`config.mk`:
```
export PLATFORM = sky130hd
export DESIGN_NAME = point_in_polygon_ray_cast
export DESIGN_NICKNAME = d
export VERILOG_FILES = /design/src/rtl/pipr_pkg.sv /design/src/rtl/pipr_ram.sv /design/src/rtl/pipr_front.sv /design/src/rtl/pipr_queue.sv /design/src/rtl/pipr_back.sv /design/src/rtl/point_in_polygon_ray_cast.sv
export SDC_FILE = /design/constraint.sdc
export NUM_CORES = 2
export LEC_CHECK = 0
export ABC_AREA = 1
export BUFFER_PORTS_ARGS = -buffer_cell sky130_fd_sc_hd__buf_4
export CORE_MARGIN = 5
export CORE_UTILIZATION = 55
export CTS_BUF_LIST = sky130_fd_sc_hd__clkbuf_2 sky130_fd_sc_hd__clkbuf_4 sky130_fd_sc_hd__clkbuf_8
export CTS_CLUSTER_DIAMETER = 30
export CTS_CLUSTER_SIZE = 8
export DETAILED_ROUTE_END_ITERATION = 10
export PLACE_DENSITY = 0.71
export SLEW_MARGIN = 15
export SYNTH_ARGS = -nofsm -noshare
export SYNTH_HDL_FRONTEND = slang
export SYNTH_HIERARCHICAL = 1
export SYNTH_SLANG_ARGS = --single-unit
export TNS_END_PERCENT = 20
```
`constraint.sdc`:
```
create_clock -name clk -period 9.9 [get_ports clk]
set_input_delay 1.98 -clock clk [delete_from_list [all_inputs] [get_ports clk]]
set_output_delay 1.98 -clock clk [all_outputs]
set_load 0.01 [all_outputs]
```
`src/rtl/pipr_pkg.sv`:
```
// shared constants for the point-in-polygon ray-cast block
package pipr_pkg;

  // default sizes
  localparam int MAX_VERTICES_DEF = 16;
  localparam int COORD_WIDTH_DEF  = 16;

  // fewer vertices than this never form a polygon
  localparam int MIN_VERTICES = 3;

  // fixed field widths
  localparam int CNT_W     = 5;
  localparam int IDX_W     = 4;
  localparam int CFG_IDX_W = 1;
  localparam int OUT_DW    = 8;

  // configuration register indexes
  localparam logic [CFG_IDX_W-1:0] CFG_VERTEX_COUNT = 1'b0;
  localparam logic [CFG_IDX_W-1:0] CFG_FAR_X        = 1'b1;

  // register reset values
  localparam int FAR_X_RESET = 10000;

  // item kinds
  localparam logic CMD_WRITE = 1'b0;
  localparam logic CMD_QUERY = 1'b1;

  // items held between front and back
  localparam int QUEUE_DEPTH = 2;

endpackage

```
`src/rtl/pipr_ram.sv`:
```
// generic single-write, single-read ram with registered read data
module pipr_ram #(
  parameter int W     = 32,
  parameter int DEPTH = 16,
  localparam int AW   = (DEPTH > 1) ? $clog2(DEPTH) : 1
) (
  input  logic          clk,
  input  logic          we,
  input  logic [AW-1:0] waddr,
  input  logic [W-1:0]  wdata,
  input  logic [AW-1:0] raddr,
  output logic [W-1:0]  rdata
);

  logic [W-1:0] mem_r [DEPTH];
  logic [W-1:0] rdata_r;

  // write port and registered read port
  always_ff @(posedge clk) begin
    if (we) begin
      mem_r[waddr] <= wdata;
    end
    rdata_r <= mem_r[raddr];
  end

  assign rdata = rdata_r;

endmodule

```
`src/rtl/pipr_front.sv`:
```
// front end: accepts items, drops writes to missing slots, packs queue entries
module pipr_front #(
  parameter int MAX_VERTICES = pipr_pkg::MAX_VERTICES_DEF,
  parameter int COORD_WIDTH  = pipr_pkg::COORD_WIDTH_DEF,
  localparam int AW    = $clog2(MAX_VERTICES),
  localparam int QW    = 1 + AW + 2 * COORD_WIDTH,
  localparam int IN_DW = ((pipr_pkg::IDX_W + 2 * COORD_WIDTH + 7) / 8) * 8
) (
  input  logic             in_tvalid,
  output logic             in_tready,
  input  logic [IN_DW-1:0] in_tdata,
  input  logic             in_tuser,
  output logic             q_valid,
  input  logic             q_ready,
  output logic [QW-1:0]    q_data
);

  import pipr_pkg::*;

  logic [IDX_W-1:0]       idx;
  logic [COORD_WIDTH-1:0] cx;
  logic [COORD_WIDTH-1:0] cy;
  logic                   slot_ok;
  logic                   is_query;

  // unpack the item
  assign idx = in_tdata[IDX_W-1:0];
  assign cx  = in_tdata[IDX_W+COORD_WIDTH-1:IDX_W];
  assign cy  = in_tdata[IDX_W+2*COORD_WIDTH-1:IDX_W+COORD_WIDTH];

  // classify: queries always go on, writes only to existing slots
  assign is_query = (in_tuser == CMD_QUERY);
  assign slot_ok  = int'(idx) < MAX_VERTICES;

  // an ignored write is still taken, it just never reaches the queue
  assign in_tready = q_ready;
  assign q_valid   = in_tvalid && (is_query || slot_ok);
  assign q_data    = {cy, cx, AW'(idx), in_tuser};

endmodule

```
`src/rtl/pipr_queue.sv`:
```
// short fifo between front and back
module pipr_queue #(
  parameter int W     = 8,
  parameter int DEPTH = pipr_pkg::QUEUE_DEPTH,
  localparam int PW   = (DEPTH > 1) ? $clog2(DEPTH) : 1,
  localparam int CNTW = $clog2(DEPTH + 1)
) (
  input  logic         clk,
  input  logic         rst_n,
  input  logic         push_valid,
  output logic         push_ready,
  input  logic [W-1:0] push_data,
  output logic         pop_valid,
  input  logic         pop_ready,
  output logic [W-1:0] pop_data
);

  logic [W-1:0]    mem_r [DEPTH];
  logic [PW-1:0]   wr_ptr_r, wr_ptr_nxt;
  logic [PW-1:0]   rd_ptr_r, rd_ptr_nxt;
  logic [CNTW-1:0] count_r, count_nxt;
  logic            push;
  logic            pop;

  assign push_ready = (count_r != CNTW'(DEPTH));
  assign pop_valid  = (count_r != '0);
  assign push       = push_valid && push_ready;
  assign pop        = pop_valid && pop_ready;
  assign pop_data   = mem_r[rd_ptr_r];

  // pointer and fill count update
  always_comb begin
    wr_ptr_nxt = wr_ptr_r;
    rd_ptr_nxt = rd_ptr_r;
    count_nxt  = count_r;
    if (push) begin
      wr_ptr_nxt = (wr_ptr_r == PW'(DEPTH - 1)) ? '0 : wr_ptr_r + PW'(1);
    end
    if (pop) begin
      rd_ptr_nxt = (rd_ptr_r == PW'(DEPTH - 1)) ? '0 : rd_ptr_r + PW'(1);
    end
    if (push && !pop) begin
      count_nxt = count_r + CNTW'(1);
    end else if (pop && !push) begin
      count_nxt = count_r - CNTW'(1);
    end
  end

  always_ff @(posedge clk) begin
    if (!rst_n) begin
      wr_ptr_r <= '0;
      rd_ptr_r <= '0;
      count_r  <= '0;
    end else begin
      wr_ptr_r <= wr_ptr_nxt;
      rd_ptr_r <= rd_ptr_nxt;
      count_r  <= count_nxt;
    end
  end

  // entry storage
  always_ff @(posedge clk) begin
    if (push) begin
      mem_r[wr_ptr_r] <= push_data;
    end
  end

endmodule

```
`src/rtl/pipr_back.sv`:
```
// back end: vertex writes and the edge walk with a pipelined crossing test
module pipr_back #(
  parameter int MAX_VERTICES = pipr_pkg::MAX_VERTICES_DEF,
  parameter int COORD_WIDTH  = pipr_pkg::COORD_WIDTH_DEF,
  localparam int AW = $clog2(MAX_VERTICES),
  localparam int QW = 1 + AW + 2 * COORD_WIDTH
) (
  input  logic                          clk,
  input  logic                          rst_n,
  input  logic                          q_valid,
  output logic                          q_ready,
  input  logic [QW-1:0]                 q_data,
  input  logic [pipr_pkg::CNT_W-1:0]    vertex_count,
  input  logic signed [COORD_WIDTH-1:0] far_x,
  output logic                          ram_we,
  output logic [AW-1:0]                 ram_waddr,
  output logic [2*COORD_WIDTH-1:0]      ram_wdata,
  output logic [AW-1:0]                 ram_raddr,
  input  logic [2*COORD_WIDTH-1:0]      ram_rdata,
  output logic                          out_tvalid,
  input  logic                          out_tready,
  output logic [pipr_pkg::OUT_DW-1:0]   out_tdata
);

  import pipr_pkg::*;

  localparam int CW   = COORD_WIDTH;
  localparam int DW   = CW + 1;
  localparam int PW   = 2 * DW;
  localparam int SW   = PW + 1;
  localparam int NW   = $clog2(MAX_VERTICES + 1);
  localparam int CNTW = (NW > CNT_W) ? NW : CNT_W;

  localparam logic [1:0] ST_IDLE   = 2'd0;
  localparam logic [1:0] ST_ISSUE  = 2'd1;
  localparam logic [1:0] ST_DRAIN  = 2'd2;
  localparam logic [1:0] ST_RESULT = 2'd3;

  localparam logic [1:0] ORI_COL = 2'd0;
  localparam logic [1:0] ORI_CW  = 2'd1;
  localparam logic [1:0] ORI_CCW = 2'd2;

  // queue entry fields
  logic                 q_kind;
  logic [AW-1:0]        q_addr;
  logic signed [CW-1:0] q_x, q_y;
  logic [NW-1:0]        n_sat;
  logic                 q_query;

  assign q_kind  = q_data[0];
  assign q_addr  = q_data[AW:1];
  assign q_x     = q_data[AW+CW:AW+1];
  assign q_y     = q_data[AW+2*CW:AW+CW+1];
  assign q_query = q_valid && (q_kind == CMD_QUERY);

  // vertex count clipped to the table size
  always_comb begin
    if (CNTW'(vertex_count) > CNTW'(MAX_VERTICES)) begin
      n_sat = NW'(MAX_VERTICES);
    end else begin
      n_sat = NW'(CNTW'(vertex_count));
    end
  end

  // control state
  logic [1:0]           state_r, state_nxt;
  logic [NW-1:0]        k_r, k_nxt;
  logic [NW-1:0]        n_r;
  logic signed [CW-1:0] px_r, py_r;
  logic                 res_r, res_nxt;
  logic                 out_vld_r, out_vld_nxt;
  logic                 out_res_r;
  logic                 out_load;
  logic                 issue;
  logic                 start;

  // edge pipeline
  logic                 s0_vld_r, s0_first_r, s0_close_r;
  logic signed [CW-1:0] rd_x, rd_y, cur_x, cur_y;
  logic signed [CW-1:0] v0_x_r, v0_y_r, prev_x_r, prev_y_r;
  logic                 s1_vld_r, s1_last_r;
  logic signed [CW-1:0] s1_ax_r, s1_ay_r, s1_bx_r, s1_by_r;
  logic                 s2_vld_r, s2_last_r;
  logic signed [DW-1:0] s2_dy_r, s2_dx_r, s2_ex1_r, s2_ex2_r, s2_ey_r;
  logic [1:0]           s2_o3_r, s2_o4_r;
  logic                 s2_box_a_r, s2_box_b_r, s2_box_c_r, s2_box_d_r;
  logic                 s3_vld_r, s3_last_r;
  logic signed [PW-1:0] s3_m1_r, s3_m2_r, s3_m3_r;
  logic [1:0]           s3_o3_r, s3_o4_r;
  logic                 s3_box_a_r, s3_box_b_r, s3_box_c_r, s3_box_d_r;

  // stage 1 combinational terms
  logic [1:0] o3, o4;
  logic       box_a, box_b, box_c, box_d;

  // stage 3 decision
  logic signed [SW-1:0] d1, d2;
  logic [1:0]           o1, o2;
  logic                 meet, hit_new;
  logic                 par_r, par_nxt, hit_r, hit_nxt, hv_r, hv_nxt;
  logic                 final_res;

  assign q_ready   = (state_r == ST_IDLE);
  assign issue     = (state_r == ST_ISSUE);
  assign start     = q_ready && q_query;
  assign ram_we    = q_ready && q_valid && (q_kind == CMD_WRITE);
  assign ram_waddr = q_addr;
  assign ram_wdata = {q_y, q_x};
  assign ram_raddr = k_r[AW-1:0];

  // sequencer
  always_comb begin
    state_nxt = state_r;
    k_nxt     = k_r;
    res_nxt   = res_r;
    out_load  = 1'b0;
    unique case (state_r)
      ST_IDLE: begin
        if (q_query) begin
          k_nxt = '0;
          if (n_sat < NW'(MIN_VERTICES)) begin
            res_nxt   = 1'b0;
            state_nxt = ST_RESULT;
          end else begin
            state_nxt = ST_ISSUE;
          end
        end
      end
      ST_ISSUE: begin
        k_nxt = k_r + NW'(1);
        if (k_r == n_r) begin
          state_nxt = ST_DRAIN;
        end
      end
      ST_DRAIN: begin
        if (s3_vld_r && s3_last_r) begin
          res_nxt   = final_res;
          state_nxt = ST_RESULT;
        end
      end
      ST_RESULT: begin
        if (!out_vld_r || out_tready) begin
          out_load  = 1'b1;
          state_nxt = ST_IDLE;
        end
      end
      default: state_nxt = ST_IDLE;
    endcase
  end

  // output register
  always_comb begin
    if (out_load) begin
      out_vld_nxt = 1'b1;
    end else if (out_tready) begin
      out_vld_nxt = 1'b0;
    end else begin
      out_vld_nxt = out_vld_r;
    end
  end

  always_ff @(posedge clk) begin
    if (!rst_n) begin
      state_r   <= ST_IDLE;
      out_vld_r <= 1'b0;
      s0_vld_r  <= 1'b0;
      s1_vld_r  <= 1'b0;
      s2_vld_r  <= 1'b0;
      s3_vld_r  <= 1'b0;
    end else begin
      state_r   <= state_nxt;
      out_vld_r <= out_vld_nxt;
      s0_vld_r  <= issue;
      s1_vld_r  <= s0_vld_r && !s0_first_r;
      s2_vld_r  <= s1_vld_r;
      s3_vld_r  <= s2_vld_r;
    end
  end

  // query context and result
  always_ff @(posedge clk) begin
    k_r   <= k_nxt;
    res_r <= res_nxt;
    if (start) begin
      n_r  <= n_sat;
      px_r <= q_x;
      py_r <= q_y;
    end
    if (out_load) begin
      out_res_r <= res_r;
    end
  end

  assign out_tvalid = out_vld_r;
  assign out_tdata  = {(OUT_DW - 1)'(0), out_res_r};

  // stage 0: read tag, then pair the vertex with the one before it
  assign rd_x  = ram_rdata[CW-1:0];
  assign rd_y  = ram_rdata[2*CW-1:CW];
  assign cur_x = s0_close_r ? v0_x_r : rd_x;
  assign cur_y = s0_close_r ? v0_y_r : rd_y;

  always_ff @(posedge clk) begin
    s0_first_r <= (k_r == '0);
    s0_close_r <= (k_r == n_r);
    if (s0_vld_r && s0_first_r) begin
      v0_x_r <= rd_x;
      v0_y_r <= rd_y;
    end
    if (s0_vld_r) begin
      prev_x_r <= cur_x;
      prev_y_r <= cur_y;
    end
    s1_last_r <= s0_close_r;
    s1_ax_r   <= prev_x_r;
    s1_ay_r   <= prev_y_r;
    s1_bx_r   <= cur_x;
    s1_by_r   <= cur_y;
  end

  // stage 1: differences, ray-side orientations and bounding boxes
  always_comb begin
    // the ray is horizontal, so its orientations reduce to sign tests
    if ((far_x == px_r) || (s1_ay_r == py_r)) begin
      o3 = ORI_COL;
    end else begin
      o3 = ((far_x > px_r) != (s1_ay_r > py_r)) ? ORI_CW : ORI_CCW;
    end
    if ((far_x == px_r) || (s1_by_r == py_r)) begin
      o4 = ORI_COL;
    end else begin
      o4 = ((far_x > px_r) != (s1_by_r > py_r)) ? ORI_CW : ORI_CCW;
    end
    // point inside the edge's box
    box_a = ((px_r <= s1_ax_r) || (px_r <= s1_bx_r)) &&
            ((px_r >= s1_ax_r) || (px_r >= s1_bx_r)) &&
            ((py_r <= s1_ay_r) || (py_r <= s1_by_r)) &&
            ((py_r >= s1_ay_r) || (py_r >= s1_by_r));
    // far end inside the edge's box
    box_b = ((far_x <= s1_ax_r) || (far_x <= s1_bx_r)) &&
            ((far_x >= s1_ax_r) || (far_x >= s1_bx_r)) &&
            ((py_r <= s1_ay_r) || (py_r <= s1_by_r)) &&
            ((py_r >= s1_ay_r) || (py_r >= s1_by_r));
    // edge ends inside the ray's box
    box_c = ((s1_ax_r <= px_r) || (s1_ax_r <= far_x)) &&
            ((s1_ax_r >= px_r) || (s1_ax_r >= far_x)) && (s1_ay_r == py_r);
    box_d = ((s1_bx_r <= px_r) || (s1_bx_r <= far_x)) &&
            ((s1_bx_r >= px_r) || (s1_bx_r >= far_x)) && (s1_by_r == py_r);
  end

  always_ff @(posedge clk) begin
    s2_last_r  <= s1_last_r;
    s2_dy_r    <= DW'(s1_by_r) - DW'(s1_ay_r);
    s2_dx_r    <= DW'(s1_bx_r) - DW'(s1_ax_r);
    s2_ex1_r   <= DW'(px_r) - DW'(s1_bx_r);
    s2_ex2_r   <= DW'(far_x) - DW'(s1_bx_r);
    s2_ey_r    <= DW'(py_r) - DW'(s1_by_r);
    s2_o3_r    <= o3;
    s2_o4_r    <= o4;
    s2_box_a_r <= box_a;
    s2_box_b_r <= box_b;
    s2_box_c_r <= box_c;
    s2_box_d_r <= box_d;
  end

  // stage 2: exact cross products
  always_ff @(posedge clk) begin
    s3_last_r  <= s2_last_r;
    s3_m1_r    <= PW'(s2_dy_r) * PW'(s2_ex1_r);
    s3_m2_r    <= PW'(s2_dx_r) * PW'(s2_ey_r);
    s3_m3_r    <= PW'(s2_dy_r) * PW'(s2_ex2_r);
    s3_o3_r    <= s2_o3_r;
    s3_o4_r    <= s2_o4_r;
    s3_box_a_r <= s2_box_a_r;
    s3_box_b_r <= s2_box_b_r;
    s3_box_c_r <= s2_box_c_r;
    s3_box_d_r <= s2_box_d_r;
  end

  // stage 3: edge-side orientations, intersection and running answer
  always_comb begin
    d1 = SW'(s3_m1_r) - SW'(s3_m2_r);
    d2 = SW'(s3_m3_r) - SW'(s3_m2_r);
    o1 = (d1 == '0) ? ORI_COL : (d1[SW-1] ? ORI_CCW : ORI_CW);
    o2 = (d2 == '0) ? ORI_COL : (d2[SW-1] ? ORI_CCW : ORI_CW);
    meet = ((o1 != o2) && (s3_o3_r != s3_o4_r)) ||
           ((o1 == ORI_COL) && s3_box_a_r) ||
           ((o2 == ORI_COL) && s3_box_b_r) ||
           ((s3_o3_r == ORI_COL) && s3_box_c_r) ||
           ((s3_o4_r == ORI_COL) && s3_box_d_r);
    // point collinear with a met edge settles the answer
    hit_new   = meet && (o1 == ORI_COL);
    hit_nxt   = hit_r || hit_new;
    hv_nxt    = hit_r ? hv_r : s3_box_a_r;
    par_nxt   = par_r ^ (meet && !hit_new);
    final_res = hit_nxt ? hv_nxt : par_nxt;
  end

  always_ff @(posedge clk) begin
    if (start) begin
      par_r <= 1'b0;
      hit_r <= 1'b0;
      hv_r  <= 1'b0;
    end else if (s3_vld_r) begin
      par_r <= par_nxt;
      hit_r <= hit_nxt;
      hv_r  <= hv_nxt;
    end
  end

endmodule

```
`src/rtl/point_in_polygon_ray_cast.sv`:
```
// top level of the point-in-polygon ray-cast block
//
//   channel  dir  handshake              payload
//   in_      in   in_tvalid/in_tready    in_tuser = cmd, in_tdata = index, x, y
//   out_     out  out_tvalid/out_tready  out_tdata = inside_res
//   cfg_     in   cfg_valid/cfg_ready    cfg_index, cfg_data
//
// a vertex write is taken by the back end while it is idle; a query over n vertices
// makes n + 1 reads through the single vertex ram read port, one edge
// a cycle, then passes the 4-stage crossing pipeline and the output load.
// a query with fewer than three vertices skips the edge walk and answers outside.
// reset is synchronous; the vertex table is not cleared and needs no sweep.
// a two-item queue and the output register let either side stall on its own.
module point_in_polygon_ray_cast #(
  parameter int MAX_VERTICES = pipr_pkg::MAX_VERTICES_DEF,
  parameter int COORD_WIDTH  = pipr_pkg::COORD_WIDTH_DEF,
  localparam int IN_DW = ((pipr_pkg::IDX_W + 2 * COORD_WIDTH + 7) / 8) * 8
) (
  input  logic                             clk,
  input  logic                             rst_n,
  input  logic                             in_tvalid,
  output logic                             in_tready,
  input  logic [IN_DW-1:0]                 in_tdata,   // vertex_index, coord_x, coord_y
  input  logic                             in_tuser,   // cmd
  output logic                             out_tvalid,
  input  logic                             out_tready,
  output logic [pipr_pkg::OUT_DW-1:0]      out_tdata,  // inside_res
  input  logic                             cfg_valid,
  output logic                             cfg_ready,
  input  logic [pipr_pkg::CFG_IDX_W-1:0]   cfg_index,
  input  logic [COORD_WIDTH-1:0]           cfg_data
);

  import pipr_pkg::*;

  localparam int AW = $clog2(MAX_VERTICES);
  localparam int QW = 1 + AW + 2 * COORD_WIDTH;

  logic [CNT_W-1:0]              vcount_r;
  logic signed [COORD_WIDTH-1:0] far_x_r;

  logic          f_valid, f_ready;
  logic [QW-1:0] f_data;
  logic          b_valid, b_ready;
  logic [QW-1:0] b_data;

  logic                     ram_we;
  logic [AW-1:0]            ram_waddr, ram_raddr;
  logic [2*COORD_WIDTH-1:0] ram_wdata, ram_rdata;

  // configuration registers
  assign cfg_ready = 1'b1;

  always_ff @(posedge clk) begin
    if (!rst_n) begin
      vcount_r <= '0;
      far_x_r  <= COORD_WIDTH'(FAR_X_RESET);
    end else if (cfg_valid && cfg_ready) begin
      case (cfg_index)
        CFG_VERTEX_COUNT: vcount_r <= cfg_data[CNT_W-1:0];
        CFG_FAR_X:        far_x_r  <= cfg_data;
        default:          ;
      endcase
    end
  end

  pipr_front #(
    .MAX_VERTICES(MAX_VERTICES),
    .COORD_WIDTH (COORD_WIDTH)
  ) u_front (
    .in_tvalid(in_tvalid),
    .in_tready(in_tready),
    .in_tdata (in_tdata),
    .in_tuser (in_tuser),
    .q_valid  (f_valid),
    .q_ready  (f_ready),
    .q_data   (f_data)
  );

  pipr_queue #(
    .W    (QW),
    .DEPTH(QUEUE_DEPTH)
  ) u_queue (
    .clk       (clk),
    .rst_n     (rst_n),
    .push_valid(f_valid),
    .push_ready(f_ready),
    .push_data (f_data),
    .pop_valid (b_valid),
    .pop_ready (b_ready),
    .pop_data  (b_data)
  );

  pipr_ram #(
    .W    (2 * COORD_WIDTH),
    .DEPTH(MAX_VERTICES)
  ) u_vertex_ram (
    .clk  (clk),
    .we   (ram_we),
    .waddr(ram_waddr),
    .wdata(ram_wdata),
    .raddr(ram_raddr),
    .rdata(ram_rdata)
  );

  pipr_back #(
    .MAX_VERTICES(MAX_VERTICES),
    .COORD_WIDTH (COORD_WIDTH)
  ) u_back (
    .clk         (clk),
    .rst_n       (rst_n),
    .q_valid     (b_valid),
    .q_ready     (b_ready),
    .q_data      (b_data),
    .vertex_count(vcount_r),
    .far_x       (far_x_r),
    .ram_we      (ram_we),
    .ram_waddr   (ram_waddr),
    .ram_wdata   (ram_wdata),
    .ram_raddr   (ram_raddr),
    .ram_rdata   (ram_rdata),
    .out_tvalid  (out_tvalid),
    .out_tready  (out_tready),
    .out_tdata   (out_tdata)
  );

endmodule

```
# == Word-level counts from Yosys, hierarchy flattened ==
# Memory sizes are Yosys's and may differ from the RTL's. A register that Yosys moved wholly into a read port is not among the register bits.
# Cells that the tools add are included.
# classes
multipliers,3
n_eq_ne,17
muxes,37
addsub,12
div_mod_pow,0
bitwise,3
reduce_logical,68
magnitude_cmp,25
n_shift,0
# ops
cell,count
>= comparator 16 bit,10
<= comparator 16 bit,10
multiplier 17 x 17 -> 34 bit,3
subtractor 16 x 16 -> 17 bit,5
zero test 35 bit,2
subtractor 34 x 34 -> 35 bit,2
equality test 16 bit,3
> comparator 16 bit,3
2-to-1 mux 16 bit,2
logical AND 1 bit,27
2-to-1 mux 2 bit,13
logical OR 1 bit,18
2-to-1 mux 1 bit,17
zero test 2 bit,5
2-to-1 mux 5 bit,2
one-hot mux 5 bit (2 select lines),1
nonzero test 2 bit,5
"!= test 2 bit, second input constant",4
one-hot mux 2 bit (4 select lines),1
AND reduction 4 bit,2
AND reduction 2 bit,3
"adder 5 x 1 -> 5 bit, second input constant",1
equality test 5 bit,1
"> comparator 5 bit, second input constant",1
14 further kinds,24
# word_totals
ram_bits,586
reg_bits,415
elab_cells,220
romBits,0
mem_count,2
latchBits,0
# mem_list
memory,depth,width,read_ports,rd_ports_with_merged_regs,write_ports,line,text
u_vertex_ram.mem_r,16,32,1,1,1,pipr_ram.sv:15,logic [W-1:0] mem_r [DEPTH];
u_queue.mem_r,2,37,1,1,1,pipr_queue.sv:18,logic [W-1:0] mem_r [DEPTH];

# == Longest topological paths before layout ==
# logic_depth
ltp_word,16
mapped_depth,34
ltp_nobuf,33

# == Modules after synthesis ==
# Netlist, hierarchy kept.
# by_module_without_submodules
module,n_inst,area_per_inst_um2,cells_each,seq_area_each_um2
pipr_back,1,54549.8,6789,8888.5
pipr_ram,1,22730.6,2120,16015.4
pipr_queue,1,3062.9,152,2322.2
point_in_polygon_ray_cast,1,792.0,105,420.4
pipr_front,1,292.8,39,0.0

# == Worst setup path before layout ==
# Ideal clock, no wire load.
# synth_timing
kind,reg2reg
startpoint,register u_back.s2_ex1_r[8]
endpoint,register u_back.s3_m1_r[30]
slack_ns,3.974
n_path_buf,2
required_time_ns,9.773
period_less_slack_ns,5.926
path_stages_with_launch,27
arrival_ns,5.799
path_cell_list,dfxtp_1 clkbuf_1 clkbuf_1 nand2_1 fa_1 inv_1 fa_1 inv_1 fa_1 inv_1 fa_1 fa_1 inv_1 fa_1 inv_1 ha_1 a21oi_1 o21ai_0 a21oi_1 inv_1 a21oi_1 o21ai_1 nand2_1 o211ai_1 a21boi_1 o21ai_0 xor2_1
# synth_via
elab_chain_len,1
# synth_lines
element,line,text
start: declaration,pipr_back.sv:84,"logic signed [DW-1:0] s2_dy_r, s2_dx_r, s2_ex1_r, s2_ex2_r, s2_ey_r;"
start signal: assignment,pipr_back.sv:255,s2_ex1_r <= DW'(px_r) - DW'(s1_bx_r);
multiplier 17 x 17 -> 34 bit,pipr_back.sv:269,s3_m1_r <= PW'(s2_dy_r) * PW'(s2_ex1_r);
end signal: assignment,pipr_back.sv:269,
end: declaration,pipr_back.sv:88,"logic signed [PW-1:0] s3_m1_r, s3_m2_r, s3_m3_r;"
# No other way between the ends.
# A chain may end at the register's enable or synchronous reset.

# == Worst setup path in the final report ==
# layout_timing
startpoint,register u_back.s2_dy_r[0]
endpoint,register u_back.s3_m3_r[30]
# layout_via
elab_chain_len,1
# layout_lines
element,line,text
start: declaration,pipr_back.sv:84,
start signal: assignment,pipr_back.sv:253,s2_dy_r <= DW'(s1_by_r) - DW'(s1_ay_r);
multiplier 17 x 17 -> 34 bit,pipr_back.sv:271,s3_m3_r <= PW'(s2_dy_r) * PW'(s2_ex2_r);
end signal: assignment,pipr_back.sv:271,
end: declaration,pipr_back.sv:88,
# No other way between the ends.

==> reports/metrics.csv <==
metric,value,unit
Mean Syn Cell Area,8.85,um^2
CTS tree,built,
DR iter-0 viols,4192,
DR vias/cell,5.17,
critical path arrival,7.37,ns
final worst-path cycle share,0.670,
#FFs+latches synth,1034,
Netlist Area Pre-Place,0.0814,mm^2
Fin Clk Skew,0.0598,ns
max incr delay on CP,0.79,ns
Setup crit end kind,register,
initial antenna violation count,4,
area grow syn2layout,7.70,%
"commonest non-fill, non-tap cell in the layout",nand2_1,
overall global routing resource usage,0.264,
CTS root buffer,clkbuf_8,
worst skew pair latency,0.89,ns
first-pass GRT wire length,324000,um
H-tree lvl count,4,
Mapped Cells,9205,
Synth Flop Type,edfxtp_1,
reg-to-reg setup timing slack,3.27,ns
"commonest non-fill, non-tap cells in the layout","nand2_1, inv_1, fa_1",
Max Cap Violations,0,
Yosys Warn Count,6,
# setup viols final,0,
setup_tns,0,ns
RSZ-0062 raised after global routing,no,
DP Wirelength,149000,um
CORE AREA,0.147,mm^2
Period minus WS final,6.63,ns
Post-synth EDFFs,694,
drc violations,0,
worst hold path type,register to register,
"Max FO, Critical Path",26,
Row Count,141,
vias in the first global route,60131,
setup bufs post-CTS,0,
Ports,74,
Pins Over Slew Limit,0,
number of buffers created by CTS,204,
pin count of the biggest net entering global routing,173,
clk sinks,1034,
final antenna-violating net count,0,
status,"complete, no violations",
Worst slew margin,0.261,
GPL Wtd Cong,0.934,
"FFs w/ async S/R, synth",0,
# fillers,12433,
initial core utilization,0.552,
grt ovf,0,
Final Net Count,10570,
die width,395,um
Final Hold Fails,0,
die height,395,um
Max Freq,151,MHz
overall die area,0.156,mm^2
routed len/inst,18.1,um
Worst-Margin Slew,1.11,ns
I/O Buffers,61,
clock transition at the registers of the reported paths,0.06,ns
final wirelength,203000,um
DR pass1 iterations,7,
CP cell instances,buf_4 > nand2_1 > fa_1 > inv_1 > fa_1 > ha_1 > fa_1 > inv_1 > fa_1 > fa_1 > inv_1 > ha_1 > a21o_1 > a31oi_1 > o21ai_1 > a21boi_1 > o21ai_2 > a21oi_1 > inv_1 > a21oi_1 > o21ai_1 > inv_1 > o21bai_1 > xor2_1,
crit path launch type,register,
Yosys cell types,62,
worst-case clock buffer depth,3,
CP max stage cell,dfxtp_1,
post_cts resized,0,
critical path class,register to register,
CP required,10.63,ns
fraction of layout cells with a size suffix above 1,0.0711,
hold_buf cts,0,
"Seq/Total Area, Yosys",0.340,
via count,58097,
[layer usage]
layer / global-route usage / vias to the layer above / part of all wire
li1: - / 27542 / -
met1: 0.320 / 28220 / 0.39
met2: 0.467 / 1896 / 0.50
met3: 0.0413 / 439 / 0.060
met4: 0.115 / 0 / 0.044
met5: 0 / - / 0
[sequential cells by signal, summed over array words and instances (netlist names), 16 cells and up, named ones only]
signal and count:
u_vertex_ram/mem_r 512, u_queue/mem_r 74, u_back/s3_m1_r 34, u_back/s3_m2_r 34, u_back/s3_m3_r 34, u_vertex_ram/rdata 32, u_back/s2_dx_r 17, u_back/s2_dy_r 17
u_back/s2_ex1_r 17, u_back/s2_ex2_r 17, u_back/s2_ey_r 17, far_x_r 16, u_back/prev_x_r 16, u_back/prev_y_r 16, u_back/px_r 16, u_back/py_r 16
u_back/s1_ax_r 16, u_back/s1_ay_r 16, u_back/s1_bx_r 16, u_back/s1_by_r 16, u_back/v0_x_r 16, u_back/v0_y_r 16
[cell families after synthesis]
family	Yosys count	share of synthesized area
flip-flops	1034	0.340
other	2	0.0000922
AND/OR/NAND/NOR	3366	0.169
adder cells (fa/ha/maj)	1372	0.293
multiplexers	70	0.0110
AO/OA/AOI/OAI	439	0.0306
XOR/XNOR	209	0.0225
buffers and inverters	2713	0.134
[cell type report]
class / instances / area [um^2] / area share
multi-input cells: 5464 / 43000 / 0.491
well taps: 1930 / 2410 / 0.0275
clock buffers: 274 / 3500 / 0.0399
flip-flops and latches: 1034 / 27600 / 0.315
inverters: 2304 / 8660 / 0.0988
diodes: 3 / 7.51 / 0.0000856
repair buffers: 127 / 966 / 0.0110
clock inverters: 109 / 1450 / 0.0165
[final timing paths]
check	startpoint	depth (start not counted)	to
worst max-delay path	u_back/s2_dy_r[0]$_DFF_P_	24	u_back/s3_m3_r[30]$_DFF_P_
worst min-delay path	u_back/s2_box_b_r$_DFF_P_	0	u_back/s3_box_b_r$_DFF_P_
worst max register to register	u_back/s2_dy_r[0]$_DFF_P_	24	u_back/s3_m3_r[30]$_DFF_P_
worst min register to register	u_back/s2_box_b_r$_DFF_P_	0	u_back/s3_box_b_r$_DFF_P_
[cell usage after synthesis (5+ instances only)]
library cell / instances / area [um^2]
a21oi_1: 226 / 1130
nand2_1: 2319 / 8700
nor2_1: 327 / 1230
o221ai_1: 6 / 52.6
nand2_2: 30 / 188
nor4_1: 7 / 43.8
fa_1: 895 / 17900
a31oi_1: 14 / 87.6
edfxtp_1: 694 / 20800
inv_2: 5 / 18.8
o21a_1: 9 / 67.6
nor3_2: 5 / 50.1
a21boi_1: 8 / 60.1
nand4_1: 45 / 282
xor2_1: 132 / 1160
inv_1: 2297 / 8620
a21o_1: 7 / 52.6
nor3_1: 30 / 150
a211oi_1: 9 / 67.6
ha_1: 477 / 5970
xnor2_1: 77 / 674
dfxtp_1: 340 / 6810
or2_2: 6 / 37.5
nand3b_1: 16 / 120
buf_4: 94 / 706
mux2_2: 39 / 439
o21ai_0: 85 / 425
clkbuf_1: 220 / 826
buf_6: 32 / 360
mux2_4: 30 / 450
nand3_1: 553 / 2770
buf_2: 41 / 205
o21bai_1: 18 / 135
o21ai_1: 21 / 105
buf_1: 18 / 67.6
a221oi_1: 11 / 96.3
nor2_2: 12 / 75.1
[worst max-delay path, delay by kind of cell (launching register included)]
family,cells,cell delay (ns)
fa+ha+maj,7,2.82
buf+inv,6,0.84
flops,1,0.79
compound gates,9,1.71
simple gates,1,0.14
xor+xnor,1,0.14
[per-stage QoR]
step                       util  hold WS, ns  cell area [um^2]  std cells  worst slack, ns
after floorplan               -        0.310             81500       9211             3.97
after global placement    0.561        0.311             82700      10859             3.34
after detailed placement  0.561        0.312             82700      10859             3.29
after CTS                 0.595        0.315             87700      11242             3.30
after global routing      0.595        0.327             87700      11244             2.83
final                     0.595        0.311             87700      11245             3.27
Power is left out: the tool's default activity adds up to more than one toggle a clock period on the data nets, which glitch-free logic cannot reach.
